$ cat src/sv/tlrag_pkg.sv
// Shared types, constants and helper functions for the layout rotate address generator.
// No dependencies; imported by every module of the block.
`timescale 1ns / 1ps
`default_nettype none

package tlrag_pkg;

    localparam int DIM_BITS   = 8;
    localparam int DIM_W      = DIM_BITS + 1;
    localparam int CFG_DIM_W  = 9;
    localparam int MODE_W     = 3;
    localparam int CFG_IDX_W  = 3;
    localparam int CFG_DATA_W = 9;
    localparam int IDX_W      = 32;

    localparam int P1_W = 2 * DIM_BITS + 1;
    localparam int P2_W = 3 * DIM_BITS + 1;
    localparam int P3_W = 4 * DIM_BITS + 1;

    localparam int FIFO_DEPTH  = 4;
    localparam int FIFO_AW     = $clog2(FIFO_DEPTH);
    localparam int BACK_STAGES = 3;
    localparam int OUT_CAP     = FIFO_DEPTH + BACK_STAGES;
    localparam int CHK_CNT_W   = $clog2(OUT_CAP + 1) + 1;

    localparam logic [31:0] DIM_MAX = 32'(1) << DIM_BITS;

    typedef enum logic [CFG_IDX_W-1:0] {
        REG_DIM_BATCH      = 3'd0,
        REG_DIM_HEIGHT     = 3'd1,
        REG_DIM_WIDTH      = 3'd2,
        REG_DIM_CHANNELS   = 3'd3,
        REG_TRANSFORM_MODE = 3'd4
    } cfg_reg_t;

    typedef enum logic [MODE_W-1:0] {
        MODE_ROT_LEFT       = 3'd0,
        MODE_ROT_RIGHT      = 3'd1,
        MODE_REFL_X         = 3'd2,
        MODE_REFL_Y         = 3'd3,
        MODE_REFL_BOTH      = 3'd4,
        MODE_TRANSPOSE      = 3'd5,
        MODE_REFL_X_ROT_RIGHT = 3'd6
    } mode_t;

    typedef struct packed {
        logic rot;
        logic flip_h;
        logic flip_w;
    } xform_t;

    typedef struct packed {
        logic [DIM_W-1:0] hd;
        logic [DIM_W-1:0] wd;
        logic [DIM_W-1:0] cd;
    } dims_t;

    typedef struct packed {
        logic [DIM_BITS-1:0] n;
        logic [DIM_BITS-1:0] c;
        logic [DIM_BITS-1:0] h;
        logic [DIM_BITS-1:0] w;
        logic [IDX_W-1:0]    dest;
        logic                last;
    } coord_t;

    // zero counts as one, oversize saturates
    function automatic logic [DIM_W-1:0] eff_dim(input logic [CFG_DIM_W-1:0] v);
        logic [31:0] vx;
        vx = 32'(v);
        if (vx == 32'd0) begin
            return DIM_W'(1);
        end
        if (vx > DIM_MAX) begin
            return DIM_W'(DIM_MAX);
        end
        return DIM_W'(vx);
    endfunction

    // unused code seven falls back to rotate left
    function automatic xform_t decode_mode(input logic [MODE_W-1:0] m);
        xform_t x;
        case (m) inside
            MODE_ROT_LEFT:         x = '{rot: 1'b1, flip_h: 1'b0, flip_w: 1'b1};
            MODE_ROT_RIGHT:        x = '{rot: 1'b1, flip_h: 1'b1, flip_w: 1'b0};
            MODE_REFL_X:           x = '{rot: 1'b0, flip_h: 1'b0, flip_w: 1'b1};
            MODE_REFL_Y:           x = '{rot: 1'b0, flip_h: 1'b1, flip_w: 1'b0};
            MODE_REFL_BOTH:        x = '{rot: 1'b0, flip_h: 1'b1, flip_w: 1'b1};
            MODE_TRANSPOSE:        x = '{rot: 1'b1, flip_h: 1'b0, flip_w: 1'b0};
            MODE_REFL_X_ROT_RIGHT: x = '{rot: 1'b1, flip_h: 1'b1, flip_w: 1'b1};
            default:               x = '{rot: 1'b1, flip_h: 1'b0, flip_w: 1'b1};
        endcase
        return x;
    endfunction

endpackage

`default_nettype wire

$ cat src/sv/tlrag_front.sv
// Front end: configuration registers, nested walk counters and coordinate transform.
// Produces one coordinate request per accepted step. Depends on tlrag_pkg.
`timescale 1ns / 1ps
`default_nettype none

module tlrag_front (
    input  logic                             aclk,
    input  logic                             aresetn,
    input  logic                             s_valid,
    output logic                             s_ready,
    input  logic                             s_restart,
    input  logic                             cfg_valid,
    output logic                             cfg_ready,
    input  logic [tlrag_pkg::CFG_IDX_W-1:0]  cfg_index,
    input  logic [tlrag_pkg::CFG_DATA_W-1:0] cfg_data,
    input  logic                             q_full,
    output logic                             q_push,
    output tlrag_pkg::coord_t                q_data,
    output tlrag_pkg::dims_t                 dims
);
    import tlrag_pkg::*;

    logic [CFG_DIM_W-1:0] dim_batch_reg;
    logic [CFG_DIM_W-1:0] dim_height_reg;
    logic [CFG_DIM_W-1:0] dim_width_reg;
    logic [CFG_DIM_W-1:0] dim_channels_reg;
    logic [MODE_W-1:0]    mode_reg;

    logic [DIM_BITS-1:0] batch_reg, channel_reg, outer_reg, inner_reg;
    logic [IDX_W-1:0]    position_reg;
    logic [DIM_BITS-1:0] batch_next, channel_next, outer_next, inner_next;
    logic [IDX_W-1:0]    position_next;

    logic [DIM_BITS-1:0] b_n, b_c, b_o, b_i;
    logic [IDX_W-1:0]    b_pos;
    logic [DIM_W-1:0]    nd, hd, wd, cd, outer_lim, inner_lim;
    logic [DIM_W-1:0]    inner_inc, outer_inc, channel_inc, batch_inc;
    logic [DIM_BITS-1:0] hc, wc;
    xform_t              xf;
    logic                cfg_hit, accept, last;

    assign cfg_ready = 1'b1;
    assign s_ready   = !q_full;
    assign accept    = s_valid && s_ready;

    always_comb begin
        case (cfg_index) inside
            REG_DIM_BATCH, REG_DIM_HEIGHT, REG_DIM_WIDTH, REG_DIM_CHANNELS,
            REG_TRANSFORM_MODE: cfg_hit = cfg_valid;
            default:            cfg_hit = 1'b0;
        endcase
    end

    always_ff @(posedge aclk) begin
        if (!aresetn) begin
            dim_batch_reg    <= CFG_DIM_W'(1);
            dim_height_reg   <= CFG_DIM_W'(1);
            dim_width_reg    <= CFG_DIM_W'(1);
            dim_channels_reg <= CFG_DIM_W'(1);
            mode_reg         <= MODE_ROT_LEFT;
        end else if (cfg_hit) begin
            case (cfg_index)
                REG_DIM_BATCH:      dim_batch_reg    <= cfg_data[CFG_DIM_W-1:0];
                REG_DIM_HEIGHT:     dim_height_reg   <= cfg_data[CFG_DIM_W-1:0];
                REG_DIM_WIDTH:      dim_width_reg    <= cfg_data[CFG_DIM_W-1:0];
                REG_DIM_CHANNELS:   dim_channels_reg <= cfg_data[CFG_DIM_W-1:0];
                REG_TRANSFORM_MODE: mode_reg         <= cfg_data[MODE_W-1:0];
                default:            mode_reg         <= mode_reg;
            endcase
        end
    end

    always_comb begin
        nd = eff_dim(dim_batch_reg);
        hd = eff_dim(dim_height_reg);
        wd = eff_dim(dim_width_reg);
        cd = eff_dim(dim_channels_reg);
        xf = decode_mode(mode_reg);

        b_n   = s_restart ? '0 : batch_reg;
        b_c   = s_restart ? '0 : channel_reg;
        b_o   = s_restart ? '0 : outer_reg;
        b_i   = s_restart ? '0 : inner_reg;
        b_pos = s_restart ? '0 : position_reg;

        outer_lim = xf.rot ? wd : hd;
        inner_lim = xf.rot ? hd : wd;
        hc = xf.rot ? b_i : b_o;
        wc = xf.rot ? b_o : b_i;
        if (xf.flip_h) begin
            hc = DIM_BITS'(hd - DIM_W'(1) - DIM_W'(hc));
        end
        if (xf.flip_w) begin
            wc = DIM_BITS'(wd - DIM_W'(1) - DIM_W'(wc));
        end

        last = (DIM_W'(b_n) == nd - DIM_W'(1)) && (DIM_W'(b_c) == cd - DIM_W'(1)) &&
               (DIM_W'(b_o) == outer_lim - DIM_W'(1)) &&
               (DIM_W'(b_i) == inner_lim - DIM_W'(1));

        inner_inc   = DIM_W'(b_i) + DIM_W'(1);
        outer_inc   = DIM_W'(b_o) + DIM_W'(1);
        channel_inc = DIM_W'(b_c) + DIM_W'(1);
        batch_inc   = DIM_W'(b_n) + DIM_W'(1);

        inner_next   = DIM_BITS'(inner_inc);
        outer_next   = b_o;
        channel_next = b_c;
        batch_next   = b_n;
        if (inner_inc >= inner_lim) begin
            inner_next = '0;
            outer_next = DIM_BITS'(outer_inc);
            if (outer_inc >= outer_lim) begin
                outer_next   = '0;
                channel_next = DIM_BITS'(channel_inc);
                if (channel_inc >= cd) begin
                    channel_next = '0;
                    batch_next   = (batch_inc >= nd) ? '0 : DIM_BITS'(batch_inc);
                end
            end
        end
        position_next = last ? '0 : b_pos + IDX_W'(1);
    end

    always_ff @(posedge aclk) begin
        if (!aresetn || cfg_hit) begin
            batch_reg    <= '0;
            channel_reg  <= '0;
            outer_reg    <= '0;
            inner_reg    <= '0;
            position_reg <= '0;
        end else if (accept) begin
            batch_reg    <= batch_next;
            channel_reg  <= channel_next;
            outer_reg    <= outer_next;
            inner_reg    <= inner_next;
            position_reg <= position_next;
        end
    end

    assign q_push      = accept;
    assign q_data.n    = b_n;
    assign q_data.c    = b_c;
    assign q_data.h    = hc;
    assign q_data.w    = wc;
    assign q_data.dest = b_pos;
    assign q_data.last = last;
    assign dims.hd     = hd;
    assign dims.wd     = wd;
    assign dims.cd     = cd;

endmodule

`default_nettype wire

$ cat src/sv/tlrag_fifo.sv
// Short coordinate request queue between the front and back ends.
// Register based, first word fall through. Depends on tlrag_pkg.
`timescale 1ns / 1ps
`default_nettype none

module tlrag_fifo (
    input  logic              aclk,
    input  logic              aresetn,
    input  logic              push,
    input  tlrag_pkg::coord_t din,
    output logic              full,
    input  logic              pop,
    output logic              not_empty,
    output tlrag_pkg::coord_t dout
);
    import tlrag_pkg::*;

    coord_t             mem_reg [FIFO_DEPTH];
    logic [FIFO_AW:0]   wr_ptr_reg, rd_ptr_reg;

    assign not_empty = wr_ptr_reg != rd_ptr_reg;
    assign full      = (wr_ptr_reg[FIFO_AW] != rd_ptr_reg[FIFO_AW]) &&
                       (wr_ptr_reg[FIFO_AW-1:0] == rd_ptr_reg[FIFO_AW-1:0]);
    assign dout      = mem_reg[rd_ptr_reg[FIFO_AW-1:0]];

    always_ff @(posedge aclk) begin
        if (!aresetn) begin
            wr_ptr_reg <= '0;
            rd_ptr_reg <= '0;
        end else begin
            if (push) begin
                wr_ptr_reg <= wr_ptr_reg + (FIFO_AW+1)'(1);
            end
            if (pop) begin
                rd_ptr_reg <= rd_ptr_reg + (FIFO_AW+1)'(1);
            end
        end
    end

    always_ff @(posedge aclk) begin
        if (push) begin
            mem_reg[wr_ptr_reg[FIFO_AW-1:0]] <= din;
        end
    end

endmodule

`default_nettype wire

$ cat src/sv/tlrag_back.sv
// Back end: three-stage multiply-accumulate pipeline forming ((n*H+h)*W+w)*C+c,
// with the output register. Depends on tlrag_pkg.
`timescale 1ns / 1ps
`default_nettype none

module tlrag_back (
    input  logic                        aclk,
    input  logic                        aresetn,
    input  logic                        q_valid,
    input  tlrag_pkg::coord_t           q_data,
    output logic                        q_pop,
    input  tlrag_pkg::dims_t            dims,
    output logic                        m_valid,
    input  logic                        m_ready,
    output logic [tlrag_pkg::IDX_W-1:0] m_source_index,
    output logic [tlrag_pkg::IDX_W-1:0] m_dest_index,
    output logic                        m_last
);
    import tlrag_pkg::*;

    logic                v1_reg, v2_reg, v3_reg;
    logic [P1_W-1:0]     p1_reg, p1_next;
    logic [P2_W-1:0]     p2_reg, p2_next;
    logic [P3_W-1:0]     p3_next;
    logic [DIM_BITS-1:0] w1_reg, c1_reg, c2_reg;
    logic [IDX_W-1:0]    dest1_reg, dest2_reg, dest3_reg;
    logic                last1_reg, last2_reg, last3_reg;
    logic [IDX_W-1:0]    src_reg;
    logic                advance;

    assign advance = !v3_reg || m_ready;
    assign q_pop   = q_valid && advance;

    assign p1_next = P1_W'(P1_W'(q_data.n) * P1_W'(dims.hd)) + P1_W'(q_data.h);
    assign p2_next = P2_W'(P2_W'(p1_reg) * P2_W'(dims.wd)) + P2_W'(w1_reg);
    assign p3_next = P3_W'(P3_W'(p2_reg) * P3_W'(dims.cd)) + P3_W'(c2_reg);

    always_ff @(posedge aclk) begin
        if (!aresetn) begin
            v1_reg <= 1'b0;
            v2_reg <= 1'b0;
            v3_reg <= 1'b0;
        end else if (advance) begin
            v1_reg <= q_valid;
            v2_reg <= v1_reg;
            v3_reg <= v2_reg;
        end
    end

    always_ff @(posedge aclk) begin
        if (advance) begin
            p1_reg    <= p1_next;
            w1_reg    <= q_data.w;
            c1_reg    <= q_data.c;
            dest1_reg <= q_data.dest;
            last1_reg <= q_data.last;

            p2_reg    <= p2_next;
            c2_reg    <= c1_reg;
            dest2_reg <= dest1_reg;
            last2_reg <= last1_reg;

            src_reg   <= IDX_W'(p3_next);
            dest3_reg <= dest2_reg;
            last3_reg <= last2_reg;
        end
    end

    assign m_valid        = v3_reg;
    assign m_source_index = src_reg;
    assign m_dest_index   = dest3_reg;
    assign m_last         = last3_reg;

endmodule

`default_nettype wire

$ cat src/sv/tensor_layout_rotate_address_gen.sv
// Sustains one step request per clock while the output is not stalled. Each accepted step
// passes through the queue, then the first two multiply stages of the index datapath; the
// third stage is the output register. The four-entry queue lets steps keep being accepted
// while the output is stalled; with the output stalled, at most seven requests are in
// flight before s_ready drops. Configuration writes take effect at once, clear the walk
// counters and are always accepted; there is no clearing pass after reset.
//
// Top level: front end, request queue and back end. Depends on tlrag_pkg, tlrag_front,
// tlrag_fifo and tlrag_back.
`timescale 1ns / 1ps
`default_nettype none

module tensor_layout_rotate_address_gen (
    input  logic                             aclk,
    input  logic                             aresetn,
    input  logic                             s_valid,
    output logic                             s_ready,
    input  logic                             s_restart,
    output logic                             m_valid,
    input  logic                             m_ready,
    output logic [tlrag_pkg::IDX_W-1:0]      m_source_index,
    output logic [tlrag_pkg::IDX_W-1:0]      m_dest_index,
    output logic                             m_last,
    input  logic                             cfg_valid,
    output logic                             cfg_ready,
    input  logic [tlrag_pkg::CFG_IDX_W-1:0]  cfg_index,
    input  logic [tlrag_pkg::CFG_DATA_W-1:0] cfg_data
);
    import tlrag_pkg::*;

    coord_t push_data, pop_data;
    dims_t  dims;
    logic   q_push, q_full, q_pop, q_valid;

    tlrag_front u_front (
        .aclk      (aclk),
        .aresetn   (aresetn),
        .s_valid   (s_valid),
        .s_ready   (s_ready),
        .s_restart (s_restart),
        .cfg_valid (cfg_valid),
        .cfg_ready (cfg_ready),
        .cfg_index (cfg_index),
        .cfg_data  (cfg_data),
        .q_full    (q_full),
        .q_push    (q_push),
        .q_data    (push_data),
        .dims      (dims)
    );

    tlrag_fifo u_fifo (
        .aclk      (aclk),
        .aresetn   (aresetn),
        .push      (q_push),
        .din       (push_data),
        .full      (q_full),
        .pop       (q_pop),
        .not_empty (q_valid),
        .dout      (pop_data)
    );

    tlrag_back u_back (
        .aclk           (aclk),
        .aresetn        (aresetn),
        .q_valid        (q_valid),
        .q_data         (pop_data),
        .q_pop          (q_pop),
        .dims           (dims),
        .m_valid        (m_valid),
        .m_ready        (m_ready),
        .m_source_index (m_source_index),
        .m_dest_index   (m_dest_index),
        .m_last         (m_last)
    );

endmodule

`default_nettype wire

$ cat config.mk
export PLATFORM = sky130hd
export DESIGN_NAME = tensor_layout_rotate_address_gen
export DESIGN_NICKNAME = d
export VERILOG_FILES = /design/src/sv/tlrag_pkg.sv /design/src/sv/tlrag_front.sv /design/src/sv/tlrag_fifo.sv /design/src/sv/tlrag_back.sv /design/src/sv/tensor_layout_rotate_address_gen.sv
export SDC_FILE = /design/constraint.sdc
export NUM_CORES = 2
export LEC_CHECK = 0
export ABC_AREA = 0
export BUFFER_PORTS_ARGS = -buffer_cell sky130_fd_sc_hd__clkbuf_2
export CORE_ASPECT_RATIO = 2
export CORE_UTILIZATION = 46
export DETAILED_ROUTE_END_ITERATION = 8
export SETUP_SLACK_MARGIN = 0.4
export SLEW_MARGIN = 20
export SYNTH_ARGS = -nofsm -noshare
export SYNTH_HDL_FRONTEND = slang
export SYNTH_HIERARCHICAL = 1
export SYNTH_SLANG_ARGS = --single-unit
$ cat constraint.sdc
create_clock -name aclk -period 17.3 [get_ports aclk]
set_input_delay 1.73 -clock aclk [delete_from_list [all_inputs] [get_ports aclk]]
set_output_delay 1.73 -clock aclk [all_outputs]
set_load 0.01 [all_outputs]
==> metrics.txt <==
status=completed; Die X=210 um; CTS Buf Count=53; Skew-Pair Late Insertion Delay=0.66 ns; cell internal pwr=3.14 mW; Vias=26261; vias per inst=5.53; Buf/Inv on CP=5; root buffer selected by CTS=clkbuf_16; slowest stage delay, CP=0.60 ns; mapped cell area=0.0399 mm^2; GR Overflow Total=0; Peak VDD IR=93.8 uV; port bufs=84; crit path launch=u_front/dim_channels_reg[2]; Setup violations, final=0; clock share of power=25.7%; CP arrival=7.53 ns; Max Buffers Root-to-Sink=3; Setup TNS Final=0 ns; Post-CTS Setup Repair Bufs=0; ys async rst share=0%; final design utilization=50.3%; Final Hold Fails=0; Post-CTS Hold Fix Bufs=0; post-synth top area share=34.4%; Reg2Reg Setup Slack=10.17 ns; Least-Margin Pin Slew=1.10 ns; sequential cell area fraction in the yosys report=40.2%; drt initial violations=1284; smallest hold slack=0.397 ns; IO Pins=86; RSZ-0062 raised after global routing=false; largest net degree at the start of global routing=69; Switching Power=1.66 mW; Initial Util=46.5%; CTS tree=done; drt first pass iters=5; core area=0.0858 mm^2; worst-path cell chain=nor4_1 -> nand2_1 -> nor2_1 -> o21ai_0 -> inv_1 -> buf_4 -> nand2_1 -> fa_1 -> inv_1 -> fa_1 -> inv_1 -> fa_1 -> inv_1 -> fa_1 -> fa_1 -> ha_1 -> a21oi_1 -> a32oi_1 -> o31ai_2 -> or4_1 -> a31o_2 -> a21oi_1 -> o21ai_0 -> xnor2_1; die height=418 um; Max Cap Viol=0; Worst path slowest cell=nor4_1; pre-CTS WS=10.21 ns; DRC Markers=0; Post-synth EDFFs=457; fin nets=4139; critical path depth=24; Crit. End Element=register; DP Area=0.0413 mm^2; share of layout cells above drive strength 1=9.60%; final instance area=0.0432 mm^2; Setup Crit Path Kind=register to register; crit path time final=7.13 ns; Final ANT Viol Nets=0; Largest register FFs=260; Leak=18.7 nW; Fillers=7732; Syn. warnings=6; clk slew on worst S/H paths=0.07 ns; Slew headroom=26.9%; Cell Pwr Density=111 mW/mm^2; Critical R2R Capture=u_back/m_source_index[24]; placed cell count=4648; syn_nets=4111; initial antenna violation count=1; Gate power share=31.7%; Avg WL per Cell=20.9 um; final setup skew=0.0445 ns; cell count of the worst reg-to-reg path=24; number of global-route vias before repair=28171; final slew viol count=0; first-pass GRT wire length=156000 um; post-synthesis average cell area=11.3 um^2; Resized cells post-CTS=0; P&R area growth vs syn=8.31%; Worst EP required=17.70 ns; non-filler cells, final=4749; gpl congestion=0.919; FP Rows=152; area of the multi-input gates=0.0219 mm^2; Net Sw Frac=34.5%; Pwr Total=4.80 mW; delay-heaviest family, CP=adder cells; register area=0.0160 mm^2; setup ws final=10.17 ns; Sink Count=571; crit path max fanout=26; Min-Delay Path Class=register to register; depth of the CTS H-tree=2; n_diodes=0; CP most frequent cell=fa_1; Critical R2R Launch=u_front/dim_channels_reg[2]; fmax=140 MHz; Synth Register Bits=571; post-DP HPWL=74700 um; Cells after Synth=3521; dominant cells by area after synthesis=edfxtp_1 34%, fa_1 16%, ha_1 7.7%, dfxtp_1 5.7%, nand2_1 4.1%; Synth cell types=102; Final period util=41.2%; Final Routed Wirelength=99500 um; Worst Setup EP=u_back/m_source_index[24]; area leader, netlist=edfxtp_1; total track usage=23.2%; die area=0.0879 mm^2; Critical Path Start Type=register; sequential share of power=42.6%; Main synth FF type=edfxtp_1
==> cells by family (layout without fill, tap and decap cells) <==
| kind of cell | Yosys count | in the layout | synth area share, % |
|---|---|---|---|
| other cells | 1 | 1 | 0.00941 |
| compound gates | 486 | 486 | 8.29 |
| simple gates | 1187 | 1187 | 15.2 |
| fa+ha+maj | 572 | 572 | 24.1 |
| xor+xnor | 147 | 147 | 3.23 |
| flops | 571 | 571 | 40.2 |
| buf+inv | 472 | 545 | 4.87 |
| mux | 85 | 85 | 4.19 |
==> power groups by stage <==
| stage | combinational (mW) | clock, mW | sequential [mW] |
|---|---|---|---|
| floorplan | 1.11 | 0 | 2.01 |
| global placement | 1.51 | 0 | 2.09 |
| detailed placement | 1.52 | 0 | 2.09 |
| CTS | 1.53 | 1.27 | 2.07 |
| global route | 1.72 | 1.31 | 2.08 |
| finish | 1.52 | 1.23 | 2.05 |
==> cell usage after synthesis, drive strengths merged, types with 5 or more instances <==
library cell and count:
and2 262, o311ai 7, ha 246, o21ai 78, mux4 65, nor2b 76, o21a 22, o31ai 14
fa 326, o2111ai 5, mux2i 14, mux2 6, dfxtp 114, buf 41, nand4 36, a21oi 140
and3 21, nand3b 11, or3 10, xnor2 96, a32oi 6, a31oi 27, nand3 81, edfxtp 457
a211oi 17, nand2 439, nor2 142, a22oi 14, o21bai 14, nor3 30, xor2 51, nand2b 30
o211ai 17, or4 7, inv 321, a21o 42, nor4 17, clkbuf 108, a21boi 37
==> worst min-delay path by stage <==
stage,from,endpoint,cells past startpoint
after floorplan,u_back/c1_reg[0],u_back/c2_reg[0],0
after CTS,u_back/dest1_reg[7],u_back/dest2_reg[7],0
final,u_back/dest1_reg[7],u_back/dest2_reg[7],0
after detailed placement,u_back/c1_reg[7],u_back/c2_reg[7],0
after global routing,u_back/dest1_reg[7],u_back/dest2_reg[7],0
after global placement,u_back/c1_reg[2],u_back/c2_reg[2],0
==> layout by cell type, fill, tap and decap left out, types with 81 or more instances in the layout <==
| cell | synthesis | routed |
|---|---|---|
| xnor2_1 | 96 | 96 |
| dfxtp_1 | 114 | 112 |
| a21oi_1 | 138 | 138 |
| fa_1 | 326 | 326 |
| and2_1 | 262 | 258 |
| ha_1 | 246 | 246 |
| nand2_1 | 439 | 437 |
| inv_1 | 320 | 320 |
| nand3_1 | 81 | 81 |
| nor2_1 | 141 | 141 |
| clkbuf_2 | 1 | 83 |
| edfxtp_1 | 457 | 457 |
==> metal layers <==
layer	global-route usage, %	part of all wire [%]	vias to the layer above
met4	13.0	5.9	2
met3	2.32	3.0	258
met5	0	0.015	-
li1	-	-	12178
met2	46.8	57	567
met1	22.2	34	13256
==> final cells by class <==
| type | count | area share, % |
|---|---|---|
| multi-input cells | 2478 | 50.8 |
| flip-flops and latches | 571 | 37.1 |
| well taps | 1155 | 3.35 |
| clock buffers | 65 | 3.29 |
| inverters | 323 | 2.81 |
| repair buffers | 122 | 1.67 |
| clock inverters | 35 | 0.951 |
Power figures use the tool's default switching activity.
